<file path="src/design/edce_pkg.sv">
package edce_pkg;

    localparam int ORIGIN_YEAR = 1970;
    localparam int YEAR_SPAN   = 256;
    localparam int LAST_YEAR   = ORIGIN_YEAR + YEAR_SPAN - 1;
    localparam int COUNT_MAX   = 131071;

    localparam int YEAR_W  = 12;
    localparam int MONTH_W = 4;
    localparam int DAY_W   = 5;
    localparam int WDAY_W  = 3;
    localparam int COUNT_W = 17;
    localparam int AMT_W   = 18;
    localparam int FUNC_W  = 3;
    localparam int STS_W   = 3;
    localparam int YLEN_W  = 9;

    // year offset from origin and month total on the continuous month scale
    localparam int YOFF_W = $clog2(YEAR_SPAN);
    localparam int MTOT_W = $clog2(YEAR_SPAN * 12);

    // divide by 12 through a reciprocal, months total stays below YEAR_SPAN * 12
    localparam int M12_SH    = MTOT_W + 4;
    localparam int M12_RCP   = ((1 << M12_SH) + 11) / 12;
    localparam int M12_RCP_W = $clog2(M12_RCP + 1);
    localparam int M12_P_W   = MTOT_W + M12_RCP_W;

    // modulo 7 through a reciprocal for the weekday
    localparam int W7_SH    = COUNT_W + 3;
    localparam int W7_RCP   = ((1 << W7_SH) + 6) / 7;
    localparam int W7_RCP_W = $clog2(W7_RCP + 1);
    localparam int W7_P_W   = COUNT_W + W7_RCP_W;
    localparam int W7_Q_W   = W7_P_W - W7_SH;

    function automatic int f_last_day();
        int total;
        total = 0;
        for (int y = ORIGIN_YEAR; y < ORIGIN_YEAR + YEAR_SPAN; y++) begin
            if (total <= COUNT_MAX + 1) begin
                if ((y % 4 == 0 && y % 100 != 0) || y % 400 == 0) total = total + 366;
                else total = total + 365;
            end
        end
        total = total - 1;
        return (total > COUNT_MAX) ? COUNT_MAX : total;
    endfunction

    localparam int LAST_DAY = f_last_day();

    typedef enum logic [FUNC_W-1:0] {
        FN_SET        = 3'd0,
        FN_ADD_YEARS  = 3'd1,
        FN_ADD_MONTHS = 3'd2,
        FN_ADD_DAYS   = 3'd3,
        FN_READ       = 3'd4
    } t_func;

    typedef enum logic [STS_W-1:0] {
        STS_OK        = 3'd0,
        STS_BEFORE    = 3'd1,
        STS_BAD_DAY   = 3'd2,
        STS_PAST      = 3'd3,
        STS_BAD_MONTH = 3'd4
    } t_status;

    typedef enum logic [3:0] {
        S_IDLE, S_CHECK, S_MDIV, S_TC_YEAR, S_TC_MON,
        S_TD_YEAR, S_TD_MON, S_WD_MUL, S_WD_SUB, S_OUT
    } t_state;

    typedef enum logic [3:0] {
        OP_NONE, OP_LOAD, OP_CHECK, OP_MDIV, OP_TC_YEAR, OP_TC_MON,
        OP_TD_YEAR, OP_TD_MON, OP_WD_MUL, OP_WD_SUB
    } t_dp_op;

    typedef struct packed {
        logic fail;
        logic go_div;
        logic go_tc;
        logic go_td;
        logic ty_done;
        logic tm_done;
        logic dy_done;
        logic dm_done;
    } t_dp_sts;

    // century test by compare, the rest by low bits
    function automatic logic f_is_leap(input logic [YEAR_W-1:0] y);
        logic cent;
        cent = 1'b0;
        for (int k = 0; k <= 40; k++) begin
            if (y == YEAR_W'(k * 100)) cent = 1'b1;
        end
        return (y[1:0] == 2'd0) && (!cent || y[3:0] == 4'd0);
    endfunction

    function automatic logic [YLEN_W-1:0] f_year_len(input logic [YEAR_W-1:0] y);
        return f_is_leap(y) ? YLEN_W'(366) : YLEN_W'(365);
    endfunction

    function automatic logic [DAY_W-1:0] f_month_len(input logic [YEAR_W-1:0] y,
                                                     input logic [MONTH_W-1:0] m);
        logic [DAY_W-1:0] len;
        case (m)
            4'd2: begin
                len = f_is_leap(y) ? DAY_W'(29) : DAY_W'(28);
            end
            4'd4, 4'd6, 4'd9, 4'd11: begin
                len = DAY_W'(30);
            end
            default: begin
                len = DAY_W'(31);
            end
        endcase
        return len;
    endfunction

endpackage

</file>
<file path="src/design/edce_if.sv">
interface edce_req_if;
    logic                                valid;
    logic                                ready;
    logic [edce_pkg::FUNC_W-1:0]         func;
    logic [edce_pkg::YEAR_W-1:0]         set_year;
    logic [edce_pkg::MONTH_W-1:0]        set_month;
    logic [edce_pkg::DAY_W-1:0]          set_day;
    logic signed [edce_pkg::AMT_W-1:0]   amount;

    modport source (output valid, func, set_year, set_month, set_day, amount,
                    input ready);
    modport sink   (input valid, func, set_year, set_month, set_day, amount,
                    output ready);
endinterface

interface edce_rsp_if;
    logic                            valid;
    logic                            ready;
    logic [edce_pkg::YEAR_W-1:0]     year;
    logic [edce_pkg::MONTH_W-1:0]    month;
    logic [edce_pkg::DAY_W-1:0]      day;
    logic [edce_pkg::WDAY_W-1:0]     weekday;
    logic [edce_pkg::COUNT_W-1:0]    day_count;
    logic [edce_pkg::STS_W-1:0]      status;

    modport source (output valid, year, month, day, weekday, day_count, status,
                    input ready);
    modport sink   (input valid, year, month, day, weekday, day_count, status,
                    output ready);
endinterface

</file>
<file path="src/design/edce_ctrl.sv">
module edce_ctrl (
    input  logic              i_clk,
    input  logic              i_rst_n,
    input  logic              i_in_valid,
    output logic              o_in_ready,
    output logic              o_out_valid,
    input  logic              i_out_ready,
    input  edce_pkg::t_dp_sts i_sts,
    output edce_pkg::t_dp_op  o_op
);
    import edce_pkg::*;

    t_state r_state, n_state;

    always_ff @(posedge i_clk) begin
        if (!i_rst_n) begin
            r_state <= S_IDLE;
        end else begin
            r_state <= n_state;
        end
    end

    always_comb begin
        n_state     = r_state;
        o_op        = OP_NONE;
        o_in_ready  = 1'b0;
        o_out_valid = 1'b0;
        case (r_state)
            S_IDLE: begin
                o_in_ready = 1'b1;
                if (i_in_valid) begin
                    o_op    = OP_LOAD;
                    n_state = S_CHECK;
                end
            end
            S_CHECK: begin
                o_op = OP_CHECK;
                if (i_sts.fail)        n_state = S_OUT;
                else if (i_sts.go_div) n_state = S_MDIV;
                else if (i_sts.go_tc)  n_state = S_TC_YEAR;
                else if (i_sts.go_td)  n_state = S_TD_YEAR;
                else                   n_state = S_OUT;
            end
            S_MDIV: begin
                o_op    = OP_MDIV;
                n_state = S_TC_YEAR;
            end
            S_TC_YEAR: begin
                o_op = OP_TC_YEAR;
                if (i_sts.ty_done) n_state = S_TC_MON;
            end
            S_TC_MON: begin
                o_op = OP_TC_MON;
                if (i_sts.tm_done) n_state = S_TD_YEAR;
            end
            S_TD_YEAR: begin
                o_op = OP_TD_YEAR;
                if (i_sts.dy_done) n_state = S_TD_MON;
            end
            S_TD_MON: begin
                o_op = OP_TD_MON;
                if (i_sts.dm_done) n_state = S_WD_MUL;
            end
            S_WD_MUL: begin
                o_op    = OP_WD_MUL;
                n_state = S_WD_SUB;
            end
            S_WD_SUB: begin
                o_op    = OP_WD_SUB;
                n_state = S_OUT;
            end
            S_OUT: begin
                o_out_valid = 1'b1;
                if (i_out_ready) n_state = S_IDLE;
            end
            default: begin
                n_state = S_IDLE;
            end
        endcase
    end

`ifndef SYNTHESIS
    a_accept_starts_check: assert property (@(posedge i_clk) disable iff (!i_rst_n)
        (o_in_ready && i_in_valid) |=> (r_state == S_CHECK))
        else $error("accepted transaction did not start a check");
    a_one_side_at_a_time: assert property (@(posedge i_clk) disable iff (!i_rst_n)
        !(o_in_ready && o_out_valid))
        else $error("input taken while a result is pending");
    a_fail_goes_out: assert property (@(posedge i_clk) disable iff (!i_rst_n)
        (r_state == S_CHECK && i_sts.fail) |=> (r_state == S_OUT))
        else $error("failed check did not go straight to the result");
`endif

endmodule

</file>
<file path="src/design/edce_datapath.sv">
module edce_datapath (
    input  logic                             i_clk,
    input  logic                             i_rst_n,
    input  edce_pkg::t_dp_op                 i_op,
    input  logic [edce_pkg::FUNC_W-1:0]      i_func,
    input  logic [edce_pkg::YEAR_W-1:0]      i_set_year,
    input  logic [edce_pkg::MONTH_W-1:0]     i_set_month,
    input  logic [edce_pkg::DAY_W-1:0]       i_set_day,
    input  logic signed [edce_pkg::AMT_W-1:0] i_amount,
    output edce_pkg::t_dp_sts                o_sts,
    output logic [edce_pkg::YEAR_W-1:0]      o_year,
    output logic [edce_pkg::MONTH_W-1:0]     o_month,
    output logic [edce_pkg::DAY_W-1:0]       o_day,
    output logic [edce_pkg::WDAY_W-1:0]      o_weekday,
    output logic [edce_pkg::COUNT_W-1:0]     o_day_count,
    output logic [edce_pkg::STS_W-1:0]       o_status
);
    import edce_pkg::*;

    localparam int SUM_W = AMT_W + 1;

    // stored date and its decoded form
    logic [COUNT_W-1:0] r_count;
    logic [YEAR_W-1:0]  r_y;
    logic [MONTH_W-1:0] r_m;
    logic [DAY_W-1:0]   r_d;
    logic [WDAY_W-1:0]  r_wd;
    t_status            r_status;

    // latched transaction
    t_func              r_func;
    logic [YEAR_W-1:0]  r_sy;
    logic [MONTH_W-1:0] r_sm;
    logic [DAY_W-1:0]   r_sd;
    logic [AMT_W-1:0]   r_amt;

    // walk and target registers
    logic [YEAR_W-1:0]  r_ty, r_wy;
    logic [MONTH_W-1:0] r_tm, r_wm;
    logic [DAY_W-1:0]   r_td;
    logic [COUNT_W-1:0] r_acc;
    logic [MTOT_W-1:0]  r_mtot;
    logic [M12_P_W-1:0] r_mprod;
    logic [COUNT_W-1:0] r_wx;
    logic [W7_P_W-1:0]  r_wprod;

    // check stage
    logic signed [SUM_W-1:0] c_ny, c_sum, c_mtot;
    logic [SUM_W-1:0]        c_amt_x;
    logic [YOFF_W-1:0]       c_yoff;
    t_status                 c_status;
    logic                    c_go_div, c_go_tc, c_go_td;
    logic [YEAR_W-1:0]       c_ty;
    logic [MONTH_W-1:0]      c_tm;
    logic [DAY_W-1:0]        c_td;

    // month division stage
    logic [YOFF_W-1:0]  c_q;
    logic [MONTH_W-1:0] c_rem, c_mm;
    logic [YEAR_W-1:0]  c_my;

    logic [COUNT_W-1:0] c_fresh;
    logic [W7_Q_W-1:0]  c_wq;

    always_comb begin
        c_amt_x  = {r_amt[AMT_W-1], r_amt};
        c_ny     = signed'(SUM_W'(r_y)) + signed'(c_amt_x);
        c_sum    = signed'(SUM_W'(r_count)) + signed'(c_amt_x);
        c_yoff   = YOFF_W'(r_y - YEAR_W'(ORIGIN_YEAR));
        c_mtot   = signed'(SUM_W'({c_yoff, 3'b000}) + SUM_W'({c_yoff, 2'b00})
                   + SUM_W'(r_m - 4'd1) + c_amt_x);
        c_status = STS_OK;
        c_go_div = 1'b0;
        c_go_tc  = 1'b0;
        c_go_td  = 1'b0;
        c_ty     = r_sy;
        c_tm     = r_sm;
        c_td     = r_sd;
        case (r_func)
            FN_SET: begin
                if (r_sm == 4'd0 || r_sm > 4'd12)               c_status = STS_BAD_MONTH;
                else if (r_sy < YEAR_W'(ORIGIN_YEAR))            c_status = STS_BEFORE;
                else if (r_sy > YEAR_W'(LAST_YEAR))              c_status = STS_PAST;
                else if (r_sd == 5'd0 || r_sd > f_month_len(r_sy, r_sm))
                                                                 c_status = STS_BAD_DAY;
                else                                             c_go_tc  = 1'b1;
            end
            FN_ADD_YEARS: begin
                if (r_amt != '0) begin
                    if (c_ny < SUM_W'(ORIGIN_YEAR))      c_status = STS_BEFORE;
                    else if (c_ny > SUM_W'(LAST_YEAR))   c_status = STS_PAST;
                    else begin
                        c_ty    = c_ny[YEAR_W-1:0];
                        c_tm    = r_m;
                        c_td    = r_d;
                        // leap day into a common year moves to march 1
                        if (r_m == 4'd2 && r_d == 5'd29 && !f_is_leap(c_ny[YEAR_W-1:0])) begin
                            c_tm = 4'd3;
                            c_td = 5'd1;
                        end
                        c_go_tc = 1'b1;
                    end
                end
            end
            FN_ADD_MONTHS: begin
                if (r_amt != '0) begin
                    if (c_mtot < 0)                          c_status = STS_BEFORE;
                    else if (c_mtot >= SUM_W'(YEAR_SPAN * 12)) c_status = STS_PAST;
                    else                                     c_go_div = 1'b1;
                end
            end
            FN_ADD_DAYS: begin
                if (c_sum < 0)                           c_status = STS_BEFORE;
                else if (c_sum > SUM_W'(LAST_DAY))       c_status = STS_PAST;
                else                                     c_go_td  = 1'b1;
            end
            default: begin
            end
        endcase
    end

    always_comb begin
        c_q   = YOFF_W'(r_mprod >> M12_SH);
        c_rem = MONTH_W'(r_mtot - MTOT_W'({c_q, 3'b000}) - MTOT_W'({c_q, 2'b00}));
        c_my  = YEAR_W'(ORIGIN_YEAR) + YEAR_W'(c_q);
        c_mm  = c_rem + 4'd1;
    end

    assign c_fresh = r_acc + COUNT_W'(r_td) - COUNT_W'(1);
    assign c_wq    = W7_Q_W'(r_wprod >> W7_SH);

    always_comb begin
        o_sts.fail    = (c_status != STS_OK);
        o_sts.go_div  = c_go_div;
        o_sts.go_tc   = c_go_tc;
        o_sts.go_td   = c_go_td;
        o_sts.ty_done = (r_wy >= r_ty);
        o_sts.tm_done = (r_wm >= r_tm);
        o_sts.dy_done = (r_acc < COUNT_W'(f_year_len(r_wy)));
        o_sts.dm_done = (r_wm == 4'd12) || (r_acc < COUNT_W'(f_month_len(r_wy, r_wm)));
    end

    // date state, reset to the origin
    always_ff @(posedge i_clk) begin
        if (!i_rst_n) begin
            r_count  <= '0;
            r_y      <= YEAR_W'(ORIGIN_YEAR);
            r_m      <= 4'd1;
            r_d      <= 5'd1;
            r_wd     <= 3'd4;
            r_status <= STS_OK;
        end else begin
            case (i_op)
                OP_CHECK: begin
                    r_status <= c_status;
                    if (c_go_td) r_count <= c_sum[COUNT_W-1:0];
                end
                OP_TC_MON: begin
                    if (r_wm >= r_tm) r_count <= c_fresh;
                end
                OP_TD_MON: begin
                    if (!((r_wm == 4'd12) || (r_acc < COUNT_W'(f_month_len(r_wy, r_wm))))) begin
                    end else begin
                        r_y <= r_wy;
                        r_m <= r_wm;
                        r_d <= DAY_W'(r_acc) + 5'd1;
                    end
                end
                OP_WD_SUB: begin
                    r_wd <= WDAY_W'(r_wx - COUNT_W'({c_wq, 3'b000}) + COUNT_W'(c_wq));
                end
                default: begin
                end
            endcase
        end
    end

    // work registers
    always_ff @(posedge i_clk) begin
        case (i_op)
            OP_LOAD: begin
                r_func <= t_func'(i_func);
                r_sy   <= i_set_year;
                r_sm   <= i_set_month;
                r_sd   <= i_set_day;
                r_amt  <= i_amount;
            end
            OP_CHECK: begin
                r_ty    <= c_ty;
                r_tm    <= c_tm;
                r_td    <= c_td;
                r_wy    <= YEAR_W'(ORIGIN_YEAR);
                r_wm    <= 4'd1;
                r_mtot  <= c_mtot[MTOT_W-1:0];
                r_mprod <= M12_P_W'(c_mtot[MTOT_W-1:0]) * M12_P_W'(M12_RCP);
                r_acc   <= c_go_td ? c_sum[COUNT_W-1:0] : '0;
            end
            OP_MDIV: begin
                r_ty <= c_my;
                // a day past the end of the month rolls to the 1st of the next
                if (r_d > f_month_len(c_my, c_mm)) begin
                    r_tm <= c_mm + 4'd1;
                    r_td <= 5'd1;
                end else begin
                    r_tm <= c_mm;
                    r_td <= r_d;
                end
            end
            OP_TC_YEAR: begin
                if (r_wy < r_ty) begin
                    r_acc <= r_acc + COUNT_W'(f_year_len(r_wy));
                    r_wy  <= r_wy + 12'd1;
                end
            end
            OP_TC_MON: begin
                if (r_wm < r_tm) begin
                    r_acc <= r_acc + COUNT_W'(f_month_len(r_ty, r_wm));
                    r_wm  <= r_wm + 4'd1;
                end else begin
                    r_acc <= c_fresh;
                    r_wy  <= YEAR_W'(ORIGIN_YEAR);
                end
            end
            OP_TD_YEAR: begin
                if (r_acc >= COUNT_W'(f_year_len(r_wy))) begin
                    r_acc <= r_acc - COUNT_W'(f_year_len(r_wy));
                    r_wy  <= r_wy + 12'd1;
                end else begin
                    r_wm <= 4'd1;
                end
            end
            OP_TD_MON: begin
                if (r_wm != 4'd12 && r_acc >= COUNT_W'(f_month_len(r_wy, r_wm))) begin
                    r_acc <= r_acc - COUNT_W'(f_month_len(r_wy, r_wm));
                    r_wm  <= r_wm + 4'd1;
                end
            end
            OP_WD_MUL: begin
                r_wx    <= r_count + COUNT_W'(4);
                r_wprod <= W7_P_W'(r_count + COUNT_W'(4)) * W7_P_W'(W7_RCP);
            end
            default: begin
            end
        endcase
    end

    assign o_year      = r_y;
    assign o_month     = r_m;
    assign o_day       = r_d;
    assign o_weekday   = r_wd;
    assign o_day_count = r_count;
    assign o_status    = r_status;

`ifndef SYNTHESIS
    a_count_in_range: assert property (@(posedge i_clk) disable iff (!i_rst_n)
        r_count <= COUNT_W'(LAST_DAY))
        else $error("day count beyond the last supported day");
    a_month_valid: assert property (@(posedge i_clk) disable iff (!i_rst_n)
        r_m != 4'd0 && r_m <= 4'd12)
        else $error("stored month out of range");
    a_weekday_valid: assert property (@(posedge i_clk) disable iff (!i_rst_n)
        r_wd <= 3'd6)
        else $error("weekday out of range");
    a_fail_keeps_count: assert property (@(posedge i_clk) disable iff (!i_rst_n)
        (i_op == OP_CHECK && c_status != STS_OK) |=> $stable(r_count))
        else $error("error changed the stored date");
`endif

endmodule

</file>
<file path="src/design/epoch_day_calendar_engine_unit.sv">
// a set or an add of years walks the years and months up to the target to get the day count,
// then walks them again to decode it; an add of months first divides by 12 in S_MDIV
// add days walks the years once, to decode; a read or an error goes from the check to the result
// one transaction at a time, the next is taken once the result has been taken
// the time is set by the year walk of the shared day accumulator, one year a cycle
// reset (synchronous, active low) puts the date at 1970-01-01, a thursday
module epoch_day_calendar_engine_unit (
    input logic         i_clk,
    input logic         i_rst_n,
    edce_req_if.sink    i_req,
    edce_rsp_if.source  o_rsp
);
    import edce_pkg::*;

    t_dp_op  w_op;
    t_dp_sts w_sts;

    edce_ctrl u_ctrl (
        .i_clk       (i_clk),
        .i_rst_n     (i_rst_n),
        .i_in_valid  (i_req.valid),
        .o_in_ready  (i_req.ready),
        .o_out_valid (o_rsp.valid),
        .i_out_ready (o_rsp.ready),
        .i_sts       (w_sts),
        .o_op        (w_op)
    );

    edce_datapath u_dp (
        .i_clk       (i_clk),
        .i_rst_n     (i_rst_n),
        .i_op        (w_op),
        .i_func      (i_req.func),
        .i_set_year  (i_req.set_year),
        .i_set_month (i_req.set_month),
        .i_set_day   (i_req.set_day),
        .i_amount    (i_req.amount),
        .o_sts       (w_sts),
        .o_year      (o_rsp.year),
        .o_month     (o_rsp.month),
        .o_day       (o_rsp.day),
        .o_weekday   (o_rsp.weekday),
        .o_day_count (o_rsp.day_count),
        .o_status    (o_rsp.status)
    );

endmodule

</file>
<file path="src/flat_wrapper.sv">
// flat-port wrapper written by rule: the top's interface ports become plain ports
module epoch_day_calendar_engine_unit_flat import edce_pkg::*;
  (i_clk, i_rst_n, i_req_valid, i_req_func, i_req_set_year, i_req_set_month, i_req_set_day, i_req_amount, i_req_ready, o_rsp_valid, o_rsp_year, o_rsp_month, o_rsp_day, o_rsp_weekday, o_rsp_day_count, o_rsp_status, o_rsp_ready);
  edce_req_if i_req_i ();
  edce_rsp_if o_rsp_i ();
  input logic i_clk;
  input logic i_rst_n;
  input wire logic [$bits(i_req_i.valid)-1:0] i_req_valid;
  input wire logic [$bits(i_req_i.func)-1:0] i_req_func;
  input wire logic [$bits(i_req_i.set_year)-1:0] i_req_set_year;
  input wire logic [$bits(i_req_i.set_month)-1:0] i_req_set_month;
  input wire logic [$bits(i_req_i.set_day)-1:0] i_req_set_day;
  input wire logic [$bits(i_req_i.amount)-1:0] i_req_amount;
  output wire logic [$bits(i_req_i.ready)-1:0] i_req_ready;
  output wire logic [$bits(o_rsp_i.valid)-1:0] o_rsp_valid;
  output wire logic [$bits(o_rsp_i.year)-1:0] o_rsp_year;
  output wire logic [$bits(o_rsp_i.month)-1:0] o_rsp_month;
  output wire logic [$bits(o_rsp_i.day)-1:0] o_rsp_day;
  output wire logic [$bits(o_rsp_i.weekday)-1:0] o_rsp_weekday;
  output wire logic [$bits(o_rsp_i.day_count)-1:0] o_rsp_day_count;
  output wire logic [$bits(o_rsp_i.status)-1:0] o_rsp_status;
  input wire logic [$bits(o_rsp_i.ready)-1:0] o_rsp_ready;
  assign i_req_i.valid = i_req_valid;
  assign i_req_i.func = i_req_func;
  assign i_req_i.set_year = i_req_set_year;
  assign i_req_i.set_month = i_req_set_month;
  assign i_req_i.set_day = i_req_set_day;
  assign i_req_i.amount = i_req_amount;
  assign i_req_ready = i_req_i.ready;
  assign o_rsp_valid = o_rsp_i.valid;
  assign o_rsp_year = o_rsp_i.year;
  assign o_rsp_month = o_rsp_i.month;
  assign o_rsp_day = o_rsp_i.day;
  assign o_rsp_weekday = o_rsp_i.weekday;
  assign o_rsp_day_count = o_rsp_i.day_count;
  assign o_rsp_status = o_rsp_i.status;
  assign o_rsp_i.ready = o_rsp_ready;
  epoch_day_calendar_engine_unit u_core (.i_clk(i_clk), .i_rst_n(i_rst_n), .i_req(i_req_i), .o_rsp(o_rsp_i));
endmodule
</file>
<file path="config.mk">
export PLATFORM = sky130hd
export DESIGN_NAME = epoch_day_calendar_engine_unit_flat
export DESIGN_NICKNAME = d
export VERILOG_FILES = /design/src/design/edce_pkg.sv /design/src/design/edce_if.sv /design/src/design/edce_ctrl.sv /design/src/design/edce_datapath.sv /design/src/design/epoch_day_calendar_engine_unit.sv /design/src/flat_wrapper.sv
export SDC_FILE = /design/constraint.sdc
export NUM_CORES = 1
export LEC_CHECK = 0
export ABC_AREA = 1
export BUFFER_PORTS_ARGS = -buffer_cell sky130_fd_sc_hd__buf_2
export CAP_MARGIN = 20
export CORE_MARGIN = 5
export CORE_UTILIZATION = 50
export CTS_CLUSTER_SIZE = 25
export DETAILED_ROUTE_END_ITERATION = 8
export GPL_ROUTABILITY_DRIVEN = 1
export HOLD_SLACK_MARGIN = 0.06
export PLACE_DENSITY = 0.67
export SLEW_MARGIN = 20
export SYNTH_ARGS = -nofsm -noshare
export SYNTH_HDL_FRONTEND = slang
export SYNTH_SLANG_ARGS = --single-unit
export TNS_END_PERCENT = 20
</file>
<file path="constraint.sdc">
create_clock -name i_clk -period 10.6 [get_ports i_clk]
set_input_delay 0.53 -clock i_clk [delete_from_list [all_inputs] [get_ports i_clk]]
set_output_delay 0.53 -clock i_clk [all_outputs]
set_load 0.01 [all_outputs]
</file>
==> results <==
- Once the floorplan was initialized, standard cells occupied about half of the core.
- The total via count in the routed design is 21,100.
- STA puts the critical path data arrival time at 8.81 ns.
- Overall power consumption after layout is estimated at slightly below 5 mW.
- The accumulated negative setup slack is 0 ns.
- The number of synthesized register bits is between 150 and 200.
- The run finished with clean final reports.
- The transition time of the tightest slew-check pin is about 1.1 ns.
- The total standard cell area after synthesis is 22,200 sq um.
- The final-layout fill cell count is 4,363.
- After detailed placement, the design holds a cell count of 3,740.
- The worst hold path begins at i_req_amount[12].
- The layout cell share with drive strength beyond 1 is between 5 and 6%.
- The clock-pin transition on the worst setup and hold timing paths is 0.08 ns.
- The post-placement setup slack is 2.08 ns.
- The via count of the first global-routing pass was roughly 21,000.
- The count of cells in the finished layout, fillers not included, comes to 3,772.
- In the post-route analysis, the smallest setup slack over all paths is around 2 ns.
- For this design the static power due to leakage is 12.3 nW.
- The number of standard-cell rows in the floorplan is 77.
- The path class of the tightest hold or removal check is in -> reg.
- The clock latency of the later-clocked register in the worst-skew pair is around 0.50 ns.
- TritonCTS created 17 clock buffers.
- Setup repair after global routing left no endpoint under its margin.
- The number of antenna diodes in the final layout is 0.
- The largest net degree at the start of global routing is 43.
- Global routing used 27.5% of the available tracks.
- Measured along the y axis, the die boundary spans 221 microns.
- The final-stage net count is 3,644.
- Measured in cells, the most critical reg-to-reg path has a length of 36.
- The max-slew violation count was 0.
- Summing all placed instances gives a cell area of 23,400 sq um.
- The portion of the post-synthesis area used by sequential elements is 19.7%.
- Of the available clock period, the critical path in the final layout requires between 80% and 90%.
- The first global-routing pass estimated about 110,000 microns of wire.
- The total power per unit cell area is 205 nW/um^2.
- The sum of routed wire length over all layers is 68,700 microns.
- The worst-case register-to-register setup slack is slightly above 2 ns.
- The mean number of vias per cell is 5.59.
- After global routing the overflow that remains totals 0.
- Across the run, the number of max-cap violations was 0.
- The full die area is 48,800 sq um.
- The path with the worst hold slack has its endpoint at u_core.u_dp.r_amt[12]$_DFFE_PN_.
- The family with the most delay on the worst path is adder cells.
- The area growth from synthesis to layout is 7.77%.
- The critical path contains buffers and inverters numbering 6 combined.
- The weighted congestion at the end of routability-driven global placement is 0.982.
- STA classifies the critical path endpoint as a flip-flop.
- The worst slew slack as a fraction of its limit is 26.3%.
- The area of the core is 44,100 sq um.
- The worst flop-to-flop path startpoint is u_core.u_dp.o_year[1]$_SDFFE_PN1P_.
- Based on the critical path, the design can be clocked at up to 0.117 GHz.
- In the synthesized netlist the async set-or-reset flop fraction comes to 0%.
- The final hold violation count is 0.
- The detailed-placement wirelength estimate is 56,600 microns.
- The post-route cell area is 24,000 sq um.
- The count of H-tree levels built during CTS is 4.
- The clock passes through at most 2 buffers.
- The predominant post-synthesis flop cell is sky130_fd_sc_hd__edfxtp_1.
- CTS placed an instance of sky130_fd_sc_hd__clkbuf_16 at the clock tree root.
- The depth of the worst hold-timing path is 1.
- The startpoint of the most critical setup path is u_core.u_dp.o_year[1]$_SDFFE_PN1P_.
- The share of the core filled with cells in the final layout is 54.3%.
- Counting every net in the synthesized netlist gives 3,562.
- The worst IR drop on VDD is about 0.00056 V.
- For this run, the number of Yosys warnings is 0.
- On the final layout, the worst clock skew is 0.0205 ns.
- The final antenna-violating net count is 0.
- The worst setup path is launched from a flip-flop.
- The cell count after synthesis came out at between 3,000 and 4,000.
- The slowest stage of the critical path belongs to the cell sky130_fd_sc_hd__o311ai_0.
- The tightest hold path in the finished design has a slack of 0.206 ns.
- Dividing the synthesized area by the synthesized cell count gives 7.21 sq um.
- The capture point of the worst reg-to-reg path is u_core.u_dp.r_mprod[23]$_DFFE_PP_.
- The count of buffers added on input and output ports is 91.
- For this block, the initial DRC count from the detailed router was 1,783.
- The die is between 200 and 250 microns wide.
- In the final routed layout, each cell accounts on average for 18.2 microns.
- The unique cell type count in the Yosys netlist is 64.
- The data required time of the worst path is between 10 and 15 ns.
- The CTS tree is built.
- The number of antenna violations at the first check in global routing is 0.
- The residual DRC count is 0.
- The startpoint-to-endpoint class of the critical path is reg -> reg.
- The number of hold buffers added after CTS was 0.
- The number of enable flip-flop cells after synthesis is 114.
- Setup violations remaining at the end of the flow were counted as 0.
- The number of primary I/O pins is 92.
- In this run the worst path has a maximum fanout of 6.
- The worst path needs roughly 8.6 ns of the cycle, external delays included.
- Gates resized during post-CTS repair numbered 0.
- The number of setup buffers added after CTS is 0.
- The number of detailed-route iterations in the first pass is 6.
- The clock drives 162 sinks.
- The maximum cell stage delay along the critical path is between 0.6 and 0.7 ns.
-- power by group --
part / internal (mW) / switching, mW / total, mW
Sequential: 0.890 / 0.165 / 1.06
Clock: 0.358 / 0.314 / 0.673
Combinational: 1.15 / 2.04 / 3.18
-- cells by family after synthesis --
family,count (synthesis),share of synthesized area (%)
mux,1,0.0450
fa+ha+maj,431,27.7
flops,162,19.7
buf+inv,614,10.5
simple gates,1294,24.8
xor+xnor,121,4.85
compound gates,462,12.3
-- worst reg2reg max path: cells and delay by family (launching register included) --
kind                       cells  cell delay [ns]
buffers and inverters          6             0.46
and+or+nand+nor               12             1.19
adders and majority gates     10             3.97
AOI/OAI and AO/OA              4             1.20
xor gates and xnor gates       4             1.08
DFF                            1             0.43
-- cell type report --
class                      count  area, sq um  share of cell area [%]
clock inverter                15          193                   0.804
multi-input combinational   2309        15500                    64.8
timing repair buffer         100          523                    2.18
clock buffer                  17          425                    1.77
inverter                     577         2170                    9.03
sequential                   162         4380                    18.3
tap                          592          741                    3.09
-- layout by cell type (no fill, tap or decap), types with 22 or more instances in the layout --
cell type and instances:
sky130_fd_sc_hd__xnor2_1 37, sky130_fd_sc_hd__nand3_1 219, sky130_fd_sc_hd__nand4_1 39, sky130_fd_sc_hd__buf_2 91
sky130_fd_sc_hd__a21oi_1 164, sky130_fd_sc_hd__dfxtp_1 48, sky130_fd_sc_hd__o211ai_1 22, sky130_fd_sc_hd__fa_1 104
sky130_fd_sc_hd__nor3_1 54, sky130_fd_sc_hd__nor2_1 286, sky130_fd_sc_hd__xor2_1 83, sky130_fd_sc_hd__edfxtp_1 114
sky130_fd_sc_hd__nand2_1 634, sky130_fd_sc_hd__o21ai_0 129, sky130_fd_sc_hd__inv_1 562, sky130_fd_sc_hd__ha_1 327
-- synth_stat cells (6+ instances only) --
master,number,share of area (%)
sky130_fd_sc_hd__o211ai_1,22,0.74
sky130_fd_sc_hd__clkbuf_1,24,0.40
sky130_fd_sc_hd__fa_1,104,9.4
sky130_fd_sc_hd__edfxtp_1,114,15
sky130_fd_sc_hd__o21a_1,6,0.20
sky130_fd_sc_hd__a22oi_1,8,0.27
sky130_fd_sc_hd__o22ai_1,14,0.39
sky130_fd_sc_hd__nand3_2,7,0.31
sky130_fd_sc_hd__o21ai_0,129,2.9
sky130_fd_sc_hd__a21oi_1,164,3.7
sky130_fd_sc_hd__nand2_2,11,0.31
sky130_fd_sc_hd__a22o_1,8,0.31
sky130_fd_sc_hd__nand2_1,634,11
sky130_fd_sc_hd__or2_2,6,0.17
sky130_fd_sc_hd__o21bai_1,7,0.24
sky130_fd_sc_hd__dfxtp_1,48,4.3
sky130_fd_sc_hd__nand3_1,219,4.9
sky130_fd_sc_hd__nor2_2,6,0.17
sky130_fd_sc_hd__xor2_1,83,3.3
sky130_fd_sc_hd__nand4_1,39,1.1
sky130_fd_sc_hd__a21o_1,9,0.30
sky130_fd_sc_hd__ha_1,327,18
sky130_fd_sc_hd__o21ai_1,15,0.34
sky130_fd_sc_hd__nor3_1,55,1.2
sky130_fd_sc_hd__inv_1,562,9.5
sky130_fd_sc_hd__o31ai_1,16,0.54
sky130_fd_sc_hd__a221oi_1,6,0.24
sky130_fd_sc_hd__clkinv_1,10,0.17
sky130_fd_sc_hd__a211oi_1,8,0.27
sky130_fd_sc_hd__nor4_1,9,0.25
sky130_fd_sc_hd__a31oi_1,14,0.39
sky130_fd_sc_hd__nand3b_1,7,0.24
sky130_fd_sc_hd__buf_2,9,0.20
sky130_fd_sc_hd__nor2_1,288,4.9
sky130_fd_sc_hd__xnor2_1,37,1.5
-- metal layers --
layer | global-route usage (%) | vias up | part of all wire, %
met5 | 0 | - | 0
met4 | 11.7 | 0 | 4.1
met3 | 5.00 | 162 | 6.9
met2 | 45.5 | 793 | 46
met1 | 35.5 | 9828 | 43
li1 | - | 10300 | -
-- registers in the layout, summed over array words and instances, names as in the netlist --
register / flops
u_core.u_dp.r_acc: 17
u_core.u_dp.r_ty: 12
u_core.u_dp.r_tm: 4
u_core.u_dp.o_weekday: 3
u_core.u_dp.o_status: 3
u_core.u_dp.r_sm: 4
u_core.u_dp.o_day: 5
u_core.u_dp.o_year: 12
u_core.u_dp.r_amt: 18
u_core.u_dp.r_mprod: 8
u_core.u_dp.o_month: 4
u_core.u_dp.r_sd: 5
u_core.u_dp.r_wy: 12
u_core.u_dp.r_sy: 12
u_core.u_dp.r_td: 5
u_core.u_dp.o_day_count: 17
u_core.u_dp.r_wm: 4
u_core.u_dp.r_mtot: 4
u_core.u_dp.r_wprod: 3
u_core.u_dp.r_func: 3
u_core.u_ctrl.r_state: 4
u_core.u_dp.r_wx: 3
-- how the worst max path moves through the flow --
stage | cells past startpoint | end
after floorplan | 36 | u_core.u_dp.r_mprod[23]$_DFFE_PP_
after global placement | 36 | u_core.u_dp.r_mprod[23]$_DFFE_PP_
after detailed placement | 36 | u_core.u_dp.r_mprod[23]$_DFFE_PP_
after CTS | 36 | u_core.u_dp.r_mprod[23]$_DFFE_PP_
after global routing | 36 | u_core.u_dp.r_mprod[23]$_DFFE_PP_
final | 36 | u_core.u_dp.r_mprod[23]$_DFFE_PP_
No activity file was read; power rests on OpenSTA's default activity.
